--- src/hw/rtl/tps_pkg.sv ---
// Shared types and constants of the triple pole parameter smoother.
// Used by the channel interfaces, the sequencer, the multiply-accumulate unit
// and the top level. Depends on nothing else.
package tps_pkg;

  localparam int COEF_W     = 32;
  localparam int GAIN_W     = 56;
  localparam int INTEG_W    = 64;
  localparam int INTEG_FRAC = 40;
  localparam int PROD_FRAC  = 88;
  localparam int MUL_W      = 33;
  localparam int PROD_W     = 2 * MUL_W;
  localparam int ACC_W      = 128;
  localparam int HALF_W     = 32;
  localparam int CFG_IDX_W  = 3;
  localparam int CFG_DATA_W = GAIN_W;
  localparam int N_POLES    = 3;
  localparam int SEL_W      = 2;

  typedef logic [CFG_IDX_W-1:0] cfg_idx_t;

  localparam cfg_idx_t REG_COEF_A = 3'd0;
  localparam cfg_idx_t REG_COEF_B = 3'd1;
  localparam cfg_idx_t REG_COEF_C = 3'd2;
  localparam cfg_idx_t REG_GAIN_A = 3'd3;
  localparam cfg_idx_t REG_GAIN_B = 3'd4;
  localparam cfg_idx_t REG_GAIN_C = 3'd5;

  localparam logic [GAIN_W-1:0]  GAIN_ONE  = 56'h0001_0000_0000_0000;
  localparam logic [INTEG_W-1:0] INTEG_MAX = 64'h7FFF_FFFF_FFFF_FFFF;

  // Weight of a partial product within the accumulator.
  typedef enum logic [1:0] {
    SH_0,
    SH_32,
    SH_64
  } shift_t;

  typedef struct packed {
    logic   issue;
    logic   clear;
    shift_t shift;
  } mac_req_t;

  typedef struct packed {
    mac_req_t             mac;
    logic                 src_gain;
    logic [SEL_W-1:0]     sel;
    logic                 a_hi;
    logic                 b_hi;
    logic                 integ_we;
    logic [SEL_W-1:0]     integ_sel;
    logic                 done;
  } tps_ctl_t;

endpackage

--- src/hw/rtl/tps_ifs.sv ---
// Valid/ready channel interfaces of the triple pole parameter smoother:
// sample input, smoothed output and configuration write channel.
// Depends on tps_pkg.
interface tps_in_if #(parameter int SAMPLE_W = 25) ();
  logic                valid;
  logic                ready;
  logic [SAMPLE_W-1:0] target_value;

  modport source (output valid, output target_value, input ready);
  modport sink   (input valid, input target_value, output ready);
endinterface

interface tps_out_if #(parameter int SAMPLE_W = 25) ();
  logic                valid;
  logic                ready;
  logic [SAMPLE_W-1:0] smoothed_value;

  modport source (output valid, output smoothed_value, input ready);
  modport sink   (input valid, input smoothed_value, output ready);
endinterface

interface tps_cfg_if import tps_pkg::*; ();
  logic                  valid;
  logic                  ready;
  cfg_idx_t              reg_index;
  logic [CFG_DATA_W-1:0] wr_data;

  modport source (output valid, output reg_index, output wr_data, input ready);
  modport sink   (input valid, input reg_index, input wr_data, output ready);
endinterface

--- src/hw/rtl/triple_pole_parameter_smoother_core.sv ---
// Top level of the triple pole parameter smoother: configuration registers,
// integrator state, operand selection and output register.
// Depends on tps_pkg, tps_ifs, tps_mac and tps_seq.

// Each accepted sample keeps the block busy: 18 partial products go one per cycle
// through a single shared 33x33 signed multiplier (two per integrator update, four
// per weighted output term), then the product register and the accumulator drain
// and the output register is loaded. The input is ready only while no sample is being
// worked on, so the next sample can be taken in the idle cycle that follows and no
// sample is accepted before the previous one is through; if the previous result has not
// yet been taken the block holds at its last step until it is. Configuration writes are
// always taken and must only be made while the block is idle. Out of reset all
// coefficients are zero and gain_a is 1.0, so samples pass through unchanged.
module triple_pole_parameter_smoother_core
  import tps_pkg::*;
#(
  parameter int SAMPLE_FRAC_BITS = 24
) (
  input  logic      clk,
  input  logic      rst_n,
  tps_in_if.sink    in_chan,
  tps_out_if.source out_chan,
  tps_cfg_if.sink   cfg_chan
);

  localparam int SAMPLE_W  = SAMPLE_FRAC_BITS + 1;
  localparam int ADD_SHIFT = INTEG_FRAC - SAMPLE_FRAC_BITS;

  logic [COEF_W-1:0]   coef_r [N_POLES];
  logic [GAIN_W-1:0]   gain_r [N_POLES];
  logic [INTEG_W-1:0]  integ_r [N_POLES];
  logic [SAMPLE_W-1:0] sample_r;
  logic [SAMPLE_W-1:0] smoothed_r;
  logic [SAMPLE_W-1:0] smoothed_nxt;
  logic                out_valid_r;

  logic                    busy;
  logic                    out_free;
  logic                    in_acc;
  tps_ctl_t                ctl;
  logic [ACC_W-1:0]        acc;
  logic signed [MUL_W-1:0] op_a;
  logic signed [MUL_W-1:0] op_b;
  logic [COEF_W-1:0]       coef_sel;
  logic [GAIN_W-1:0]       gain_sel;
  logic [INTEG_W-1:0]      integ_sel;
  logic [INTEG_W-1:0]      add_term;
  logic [INTEG_W:0]        integ_sum;
  logic [INTEG_W-1:0]      integ_nxt;

  assign in_acc        = in_chan.valid && in_chan.ready;
  assign in_chan.ready = !busy;
  assign cfg_chan.ready = 1'b1;
  assign out_free      = !out_valid_r || out_chan.ready;

  tps_seq u_seq (
    .clk      (clk),
    .rst_n    (rst_n),
    .start    (in_acc),
    .out_free (out_free),
    .busy     (busy),
    .ctl      (ctl)
  );

  always_comb begin
    case (ctl.sel)
      2'd1: begin
        coef_sel  = coef_r[1];
        gain_sel  = gain_r[1];
        integ_sel = integ_r[1];
      end
      2'd2: begin
        coef_sel  = coef_r[2];
        gain_sel  = gain_r[2];
        integ_sel = integ_r[2];
      end
      default: begin
        coef_sel  = coef_r[0];
        gain_sel  = gain_r[0];
        integ_sel = integ_r[0];
      end
    endcase
  end

  // Low halves enter as unsigned, high halves carry the sign.
  always_comb begin
    if (!ctl.src_gain) begin
      op_a = {1'b0, coef_sel};
    end else if (ctl.a_hi) begin
      op_a = MUL_W'(signed'(gain_sel[GAIN_W-1:HALF_W]));
    end else begin
      op_a = {1'b0, gain_sel[HALF_W-1:0]};
    end
    if (ctl.b_hi) begin
      op_b = {integ_sel[INTEG_W-1], integ_sel[INTEG_W-1:HALF_W]};
    end else begin
      op_b = {1'b0, integ_sel[HALF_W-1:0]};
    end
  end

  tps_mac u_mac (
    .clk   (clk),
    .rst_n (rst_n),
    .req   (ctl.mac),
    .op_a  (op_a),
    .op_b  (op_b),
    .acc   (acc)
  );

  // The accumulator holds coef * integrator; bits 95:32 are its floor in Q24.40.
  // The sample is never negative, so only the upper bound can overflow.
  assign add_term  = INTEG_W'(sample_r) << ADD_SHIFT;
  assign integ_sum = {acc[INTEG_W+HALF_W-1], acc[INTEG_W+HALF_W-1:HALF_W]} +
                     {1'b0, add_term};
  assign integ_nxt = (!integ_sum[INTEG_W] && integ_sum[INTEG_W-1]) ? INTEG_MAX
                                                                   : integ_sum[INTEG_W-1:0];

  always_comb begin
    if (acc[ACC_W-1]) begin
      smoothed_nxt = '0;
    end else if (|acc[ACC_W-1:PROD_FRAC]) begin
      smoothed_nxt = {1'b1, {SAMPLE_FRAC_BITS{1'b0}}};
    end else begin
      smoothed_nxt = acc[PROD_FRAC -: SAMPLE_W];
    end
  end

  always_ff @(posedge clk) begin
    if (!rst_n) begin
      for (int i = 0; i < N_POLES; i++) begin
        coef_r[i]  <= '0;
        integ_r[i] <= '0;
      end
      gain_r[0]   <= GAIN_ONE;
      gain_r[1]   <= '0;
      gain_r[2]   <= '0;
      out_valid_r <= 1'b0;
    end else begin
      if (cfg_chan.valid) begin
        unique case (cfg_chan.reg_index)
          REG_COEF_A: coef_r[0] <= cfg_chan.wr_data[COEF_W-1:0];
          REG_COEF_B: coef_r[1] <= cfg_chan.wr_data[COEF_W-1:0];
          REG_COEF_C: coef_r[2] <= cfg_chan.wr_data[COEF_W-1:0];
          REG_GAIN_A: gain_r[0] <= cfg_chan.wr_data[GAIN_W-1:0];
          REG_GAIN_B: gain_r[1] <= cfg_chan.wr_data[GAIN_W-1:0];
          REG_GAIN_C: gain_r[2] <= cfg_chan.wr_data[GAIN_W-1:0];
          default: ;
        endcase
      end
      if (ctl.integ_we) begin
        case (ctl.integ_sel)
          2'd1:    integ_r[1] <= integ_nxt;
          2'd2:    integ_r[2] <= integ_nxt;
          default: integ_r[0] <= integ_nxt;
        endcase
      end
      if (ctl.done) begin
        out_valid_r <= 1'b1;
      end else if (out_chan.ready) begin
        out_valid_r <= 1'b0;
      end
    end
    if (in_acc) begin
      sample_r <= in_chan.target_value;
    end
    if (ctl.done) begin
      smoothed_r <= smoothed_nxt;
    end
  end

  assign out_chan.valid          = out_valid_r;
  assign out_chan.smoothed_value = smoothed_r;

`ifndef SYNTHESIS
  a_done_needs_room: assert property (@(posedge clk) disable iff (!rst_n)
    ctl.done |-> (!out_valid_r || out_chan.ready))
    else $error("result word loaded while the previous one is still held");

  a_accept_starts_run: assert property (@(posedge clk) disable iff (!rst_n)
    in_acc |=> busy)
    else $error("accepted sample did not start the sequencer");

  a_out_in_range: assert property (@(posedge clk) disable iff (!rst_n)
    out_valid_r |-> (smoothed_r <= {1'b1, {SAMPLE_FRAC_BITS{1'b0}}}))
    else $error("smoothed word above 1.0");

  a_no_issue_idle: assert property (@(posedge clk) disable iff (!rst_n)
    (ctl.mac.issue || ctl.integ_we) |-> busy)
    else $error("multiplier or integrator active while idle");
`endif

endmodule

--- src/hw/rtl/tps_mac.sv ---
// Shared multiply-accumulate unit: one 33x33 signed multiplier with a
// product register, followed by a shifted add into a 128-bit accumulator.
// Depends on tps_pkg.
module tps_mac
  import tps_pkg::*;
(
  input  logic                    clk,
  input  logic                    rst_n,
  input  mac_req_t                req,
  input  logic signed [MUL_W-1:0] op_a,
  input  logic signed [MUL_W-1:0] op_b,
  output logic [ACC_W-1:0]        acc
);

  logic signed [PROD_W-1:0] prod_r;
  mac_req_t                 pend_r;
  logic [ACC_W-1:0]         acc_r;
  logic [ACC_W-1:0]         acc_nxt;
  logic [ACC_W-1:0]         prod_ext;
  logic [ACC_W-1:0]         prod_sh;

  assign prod_ext = {{(ACC_W-PROD_W){prod_r[PROD_W-1]}}, prod_r};

  always_comb begin
    case (pend_r.shift)
      SH_0:    prod_sh = prod_ext;
      SH_32:   prod_sh = prod_ext << HALF_W;
      SH_64:   prod_sh = prod_ext << (2 * HALF_W);
      default: prod_sh = prod_ext;
    endcase
    acc_nxt = (pend_r.clear ? '0 : acc_r) + prod_sh;
  end

  always_ff @(posedge clk) begin
    if (!rst_n) begin
      pend_r <= '0;
    end else begin
      pend_r <= req;
    end
    prod_r <= op_a * op_b;
    if (pend_r.issue) begin
      acc_r <= acc_nxt;
    end
  end

  assign acc = acc_r;

endmodule

--- src/hw/rtl/tps_seq.sv ---
// Step sequencer of the smoother: walks the integrator updates and the
// weighted output sum through the shared multiply-accumulate unit.
// Depends on tps_pkg.
module tps_seq
  import tps_pkg::*;
(
  input  logic     clk,
  input  logic     rst_n,
  input  logic     start,
  input  logic     out_free,
  output logic     busy,
  output tps_ctl_t ctl
);

  localparam int STEP_W = 5;
  localparam logic [STEP_W-1:0] STEP_OUT0  = 5'd6;
  localparam logic [STEP_W-1:0] STEP_OUTN  = 5'd18;
  localparam logic [STEP_W-1:0] STEP_WR_A  = 5'd3;
  localparam logic [STEP_W-1:0] STEP_WR_B  = 5'd5;
  localparam logic [STEP_W-1:0] STEP_WR_C  = 5'd7;
  localparam logic [STEP_W-1:0] STEP_LAST  = 5'd19;

  typedef enum logic {
    S_IDLE,
    S_RUN
  } state_t;

  state_t            state_r;
  logic [STEP_W-1:0] step_r;
  logic [STEP_W-1:0] wr_off;
  logic [STEP_W-1:0] out_off;

  assign wr_off  = step_r - STEP_WR_A;
  assign out_off = step_r - STEP_OUT0;

  always_comb begin
    ctl = '0;
    if (state_r == S_RUN) begin
      // Steps 0 to 5: two partial products per integrator, coef times each
      // half of the integrator. Steps 6 to 17: four per output term.
      if (step_r < STEP_OUT0) begin
        ctl.mac.issue = 1'b1;
        ctl.mac.clear = !step_r[0];
        ctl.mac.shift = step_r[0] ? SH_32 : SH_0;
        ctl.sel       = step_r[SEL_W:1];
        ctl.b_hi      = step_r[0];
      end else if (step_r < STEP_OUTN) begin
        ctl.mac.issue = 1'b1;
        ctl.mac.clear = (out_off == '0);
        ctl.src_gain  = 1'b1;
        ctl.sel       = out_off[3:2];
        ctl.a_hi      = out_off[1];
        ctl.b_hi      = out_off[0];
        case (out_off[1:0])
          2'd0:    ctl.mac.shift = SH_0;
          2'd3:    ctl.mac.shift = SH_64;
          default: ctl.mac.shift = SH_32;
        endcase
      end
      ctl.integ_we  = (step_r == STEP_WR_A) || (step_r == STEP_WR_B) ||
                      (step_r == STEP_WR_C);
      ctl.integ_sel = wr_off[SEL_W:1];
      ctl.done      = (step_r == STEP_LAST) && out_free;
    end
  end

  always_ff @(posedge clk) begin
    if (!rst_n) begin
      state_r <= S_IDLE;
      step_r  <= '0;
    end else begin
      unique case (state_r)
        S_IDLE: begin
          step_r <= '0;
          if (start) begin
            state_r <= S_RUN;
          end
        end
        S_RUN: begin
          if (step_r == STEP_LAST) begin
            if (out_free) begin
              state_r <= S_IDLE;
            end
          end else begin
            step_r <= step_r + 1'b1;
          end
        end
        default: state_r <= S_IDLE;
      endcase
    end
  end

  assign busy = (state_r == S_RUN);

endmodule
--- src/flat_wrapper.sv ---
// flat-port wrapper written by rule: the top's interface ports become plain ports
module triple_pole_parameter_smoother_core_flat import tps_pkg::*;
#(
  parameter int SAMPLE_FRAC_BITS = 24
)
  (clk, rst_n, in_chan_valid, in_chan_target_value, in_chan_ready, out_chan_valid, out_chan_smoothed_value, out_chan_ready, cfg_chan_valid, cfg_chan_reg_index, cfg_chan_wr_data, cfg_chan_ready);
  tps_in_if in_chan_i ();
  tps_out_if out_chan_i ();
  tps_cfg_if cfg_chan_i ();
  input  logic clk;
  input  logic rst_n;
  input wire logic [$bits(in_chan_i.valid)-1:0] in_chan_valid;
  input wire logic [$bits(in_chan_i.target_value)-1:0] in_chan_target_value;
  output wire logic [$bits(in_chan_i.ready)-1:0] in_chan_ready;
  output wire logic [$bits(out_chan_i.valid)-1:0] out_chan_valid;
  output wire logic [$bits(out_chan_i.smoothed_value)-1:0] out_chan_smoothed_value;
  input wire logic [$bits(out_chan_i.ready)-1:0] out_chan_ready;
  input wire logic [$bits(cfg_chan_i.valid)-1:0] cfg_chan_valid;
  input wire logic [$bits(cfg_chan_i.reg_index)-1:0] cfg_chan_reg_index;
  input wire logic [$bits(cfg_chan_i.wr_data)-1:0] cfg_chan_wr_data;
  output wire logic [$bits(cfg_chan_i.ready)-1:0] cfg_chan_ready;
  assign in_chan_i.valid = in_chan_valid;
  assign in_chan_i.target_value = in_chan_target_value;
  assign in_chan_ready = in_chan_i.ready;
  assign out_chan_valid = out_chan_i.valid;
  assign out_chan_smoothed_value = out_chan_i.smoothed_value;
  assign out_chan_i.ready = out_chan_ready;
  assign cfg_chan_i.valid = cfg_chan_valid;
  assign cfg_chan_i.reg_index = cfg_chan_reg_index;
  assign cfg_chan_i.wr_data = cfg_chan_wr_data;
  assign cfg_chan_ready = cfg_chan_i.ready;
  triple_pole_parameter_smoother_core #(.SAMPLE_FRAC_BITS(SAMPLE_FRAC_BITS)) u_core (.clk(clk), .rst_n(rst_n), .in_chan(in_chan_i), .out_chan(out_chan_i), .cfg_chan(cfg_chan_i));
endmodule
--- config.mk ---
export PLATFORM = sky130hd
export DESIGN_NAME = triple_pole_parameter_smoother_core_flat
export DESIGN_NICKNAME = d
export VERILOG_FILES = /design/src/hw/rtl/tps_pkg.sv /design/src/hw/rtl/tps_ifs.sv /design/src/hw/rtl/triple_pole_parameter_smoother_core.sv /design/src/hw/rtl/tps_mac.sv /design/src/hw/rtl/tps_seq.sv /design/src/flat_wrapper.sv
export SDC_FILE = /design/constraint.sdc
export NUM_CORES = 2
export LEC_CHECK = 0
export BUFFER_PORTS_ARGS = -buffer_cell sky130_fd_sc_hd__buf_4
export CAP_MARGIN = 20
export CORE_AREA = 2 2 378 380
export CTS_BUF_LIST = sky130_fd_sc_hd__clkbuf_16
export CTS_CLUSTER_DIAMETER = 50
export DETAILED_ROUTE_END_ITERATION = 7
export DIE_AREA = 0 0 380 382
export PLACE_DENSITY = 0.8
export SYNTH_ARGS = -nofsm -noshare
export SYNTH_HDL_FRONTEND = slang
export SYNTH_SLANG_ARGS = --single-unit
--- constraint.sdc ---
create_clock -name clk -period 17.7 [get_ports clk]
set_input_delay 2.655 -clock clk [delete_from_list [all_inputs] [get_ports clk]]
set_output_delay 2.655 -clock clk [all_outputs]
set_load 0.005 [all_outputs]
==> flow_summary.toml <==
[status]
outcome = "complete, no violations"

[critical_path]
crit_start = "u_core.u_seq.step_r[1]"
criticalPathCategory = "register to register"
crit_slowest_cell = "sky130_fd_sc_hd__a2111oi_0"
critical_path.startpoint_type = "register"
worst_path_largest_cell_delay_ns = 0.70
worstSetupEndpointType = "register"
r2r.worst_path.cells = 38
crit_required_ns = 18.24
worstPathMaxFanout = 41
reg2reg_from = "u_core.u_seq.step_r[1]"
arrival_time_of_the_worst_setup_path_ns = 13.99

[detailed_routing]
drtPass1Iterations = 8
vias_per_cell = 6.01
totalWireLength_mm = 244
antenna_violating_nets_post_route = 0
initialDrtViolationCount = 6410
drc_viols = 0
num_vias = 58000
post_drt_wl_per_cell_um = 25.2

[timing]
setup_viol = 0
min_period_over_period = 0.760
setup_slack_ns = 4.25
hold_viol = 0
fin_hold_ws_ns = 0.507
finalClockSkew_ns = 0.0619
grt_setup_unrepaired = "false"
maxSlewHeadroom = 0.193
timing_worst_slew_pin_value_ns = 1.21
max_slew_violations = 0
post-route-min-period_ns = 13.45
fmax_mhz = 74.3
fin_setup_tns_ns = 0

[floorplan]
die_height_um = 382
fp.coreArea_um2 = 141000
io-pin-count = 117
row_count = 138
die_w_um = 380
fp.dieArea_um2 = 145000
initial_core_util = 0.538

[logic_synthesis]
synth_most_common_cell = "sky130_fd_sc_hd__inv_1"
synth_cells = 7792
async_flop_share = 0
synth-warning-count = 0
synth_top_cells_by_count = "sky130_fd_sc_hd__inv_1, sky130_fd_sc_hd__fa_1, sky130_fd_sc_hd__nand2_1"
post_synth.cell_area_avg_um2 = 9.73
synth_largest_area_cell = "sky130_fd_sc_hd__fa_1"
synth_flop_cell = "sky130_fd_sc_hd__edfxtp_1"
mappedNetlistArea_um2 = 75800
mappedNetlistNets = 9409
synth_enable_flop_cells = 634
synthDistinctLibCells = 93
netlist.area_leader.share = 0.303
ys_seq_area_frac = 0.271
synth_seq_cells = 711
post_synth_main_area_contributors = "sky130_fd_sc_hd__fa_1, sky130_fd_sc_hd__edfxtp_1, sky130_fd_sc_hd__ha_1"

[grt]
grt_overflow_total = 0
first_global_vias = 60300
grt.total_usage = 0.340
grt_max_degree = 118
grt_antenna_before_repair = 5
grt_first_pass_wirelength_mm = 371

[cts]
tritoncts_buffers = 82
post_cts_repair_setup_buffers = 0
cts.path.max_buffers = 3
cts.root.buffer_cell = "sky130_fd_sc_hd__clkbuf_16"
post_cts.resized_instances = 0
clock_tree.htree_level_count = 3
clock_insertion_delay_worst_skew_ns = 0.69
cts_tree = "yes"
holdBufCountCts = 0
clkTransAtPathRegs_ns = 0.06
cts.sink_count = 711

[placed_design]
port_buffer_count = 115
place_inst = 9510
dp_hpwl_mm = 187
post_place_worst_slack_ns = 4.49
gp_congestion = 0.998

[layout]
fin_nets = 9324
area_growth_syn_to_layout_pct = 7.82
drive_above_1_share = 0.0661
layoutNonFillerInstCount = 9666

[run]
maximum_capacitance_violations = 0

[hold_path]
whs_path_depth = 2
min-delay-start = "u_core.out_chan.valid"
hold_path_class = "register to register"
==> per-layer routing <==
layer | wire, um | vias up | part of all wire | global-route usage
met5 | 39 | - | 0.00016 | 0
li1 | - | 25000 | - | -
met1 | 91800 | 29000 | 0.38 | 0.438
met2 | 111000 | 3316 | 0.46 | 0.536
met4 | 16800 | 4 | 0.069 | 0.190
met3 | 24100 | 783 | 0.099 | 0.0728
==> metrics by stage <==
stage | util | area (um2)
floorplan | - | 75800
global placement | 0.560 | 79000
detailed placement | 0.561 | 79000
CTS | 0.580 | 81700
global route | 0.580 | 81800
finish | 0.580 | 81800
==> logic make-up after synthesis <==
| family | after synthesis | share of synthesized area |
|---|---|---|
| adders and majority gates | 1528 | 0.366 |
| DFF | 711 | 0.271 |
| other | 1 | 0.0000494 |
| buffers and inverters | 1621 | 0.0809 |
| AOI/OAI and AO/OA | 1147 | 0.101 |
| and+or+nand+nor | 2472 | 0.143 |
| muxes | 69 | 0.0100 |
| xor gates and xnor gates | 243 | 0.0281 |
==> flip-flops by register name (all words and copies together), names as in the netlist <==
register	flops
u_core.gain_r	168
u_core.u_seq.busy	1
u_core.coef_r	96
u_core.integ_r	192
u_core.u_mac.pend_r	4
u_core.out_chan.valid	1
u_core.out_chan.smoothed_value	25
u_core.u_seq.step_r	5
u_core.sample_r	25
u_core.u_mac.acc	128
u_core.u_mac.prod_r	66
==> final cells by class <==
class / instances / area (um2)
Sequential cell: 711 / 20600
Clock buffer: 84 / 2100
Tap cell: 1890 / 2360
Multi-Input combinational cell: 5460 / 49600
Fill cell: 11800 / 59100
Clock inverter: 66 / 633
Antenna cell: 3 / 7.51
Inverter: 1206 / 4530
Timing Repair Buffer: 246 / 1900
==> critical path, delay by kind of cell, from the launching register on <==
family	cells	cell delay (ns)
adder cells (fa/ha/maj)	11	5.11
buffers and inverters	9	2.06
AO/OA/AOI/OAI	9	2.70
XOR/XNOR	1	0.15
AND/OR/NAND/NOR	8	2.72
flip-flops	1	0.51
==> path summary, 6_finish.rpt <==
| path | endpoint | slack, ns |
|---|---|---|
| worst max register to register | u_core.u_mac.prod_r[64] | 4.25 |
| worst min register to register | u_core.out_chan.valid | 0.51 |
| worst max-delay path | u_core.u_mac.prod_r[64] | 4.25 |
| worst min-delay path | u_core.out_chan.valid | 0.51 |
==> cells in the final DEF (no fill, tap or decap), drive strengths merged, types with 77 or more instances in the layout <==
cell / count
a21o: 104
a21oi: 388
a221oi: 93
and2: 188
buf: 245
clkbuf: 85
dfxtp: 77
edfxtp: 634
fa: 1147
ha: 381
inv: 1227
nand2: 1108
nand3: 86
nor2: 699
nor2b: 138
o21ai: 168
xnor2: 156
xor2: 87
Power is not shown: default switching activity piles up to over one toggle a cycle in this logic, so the estimate is an artifact.
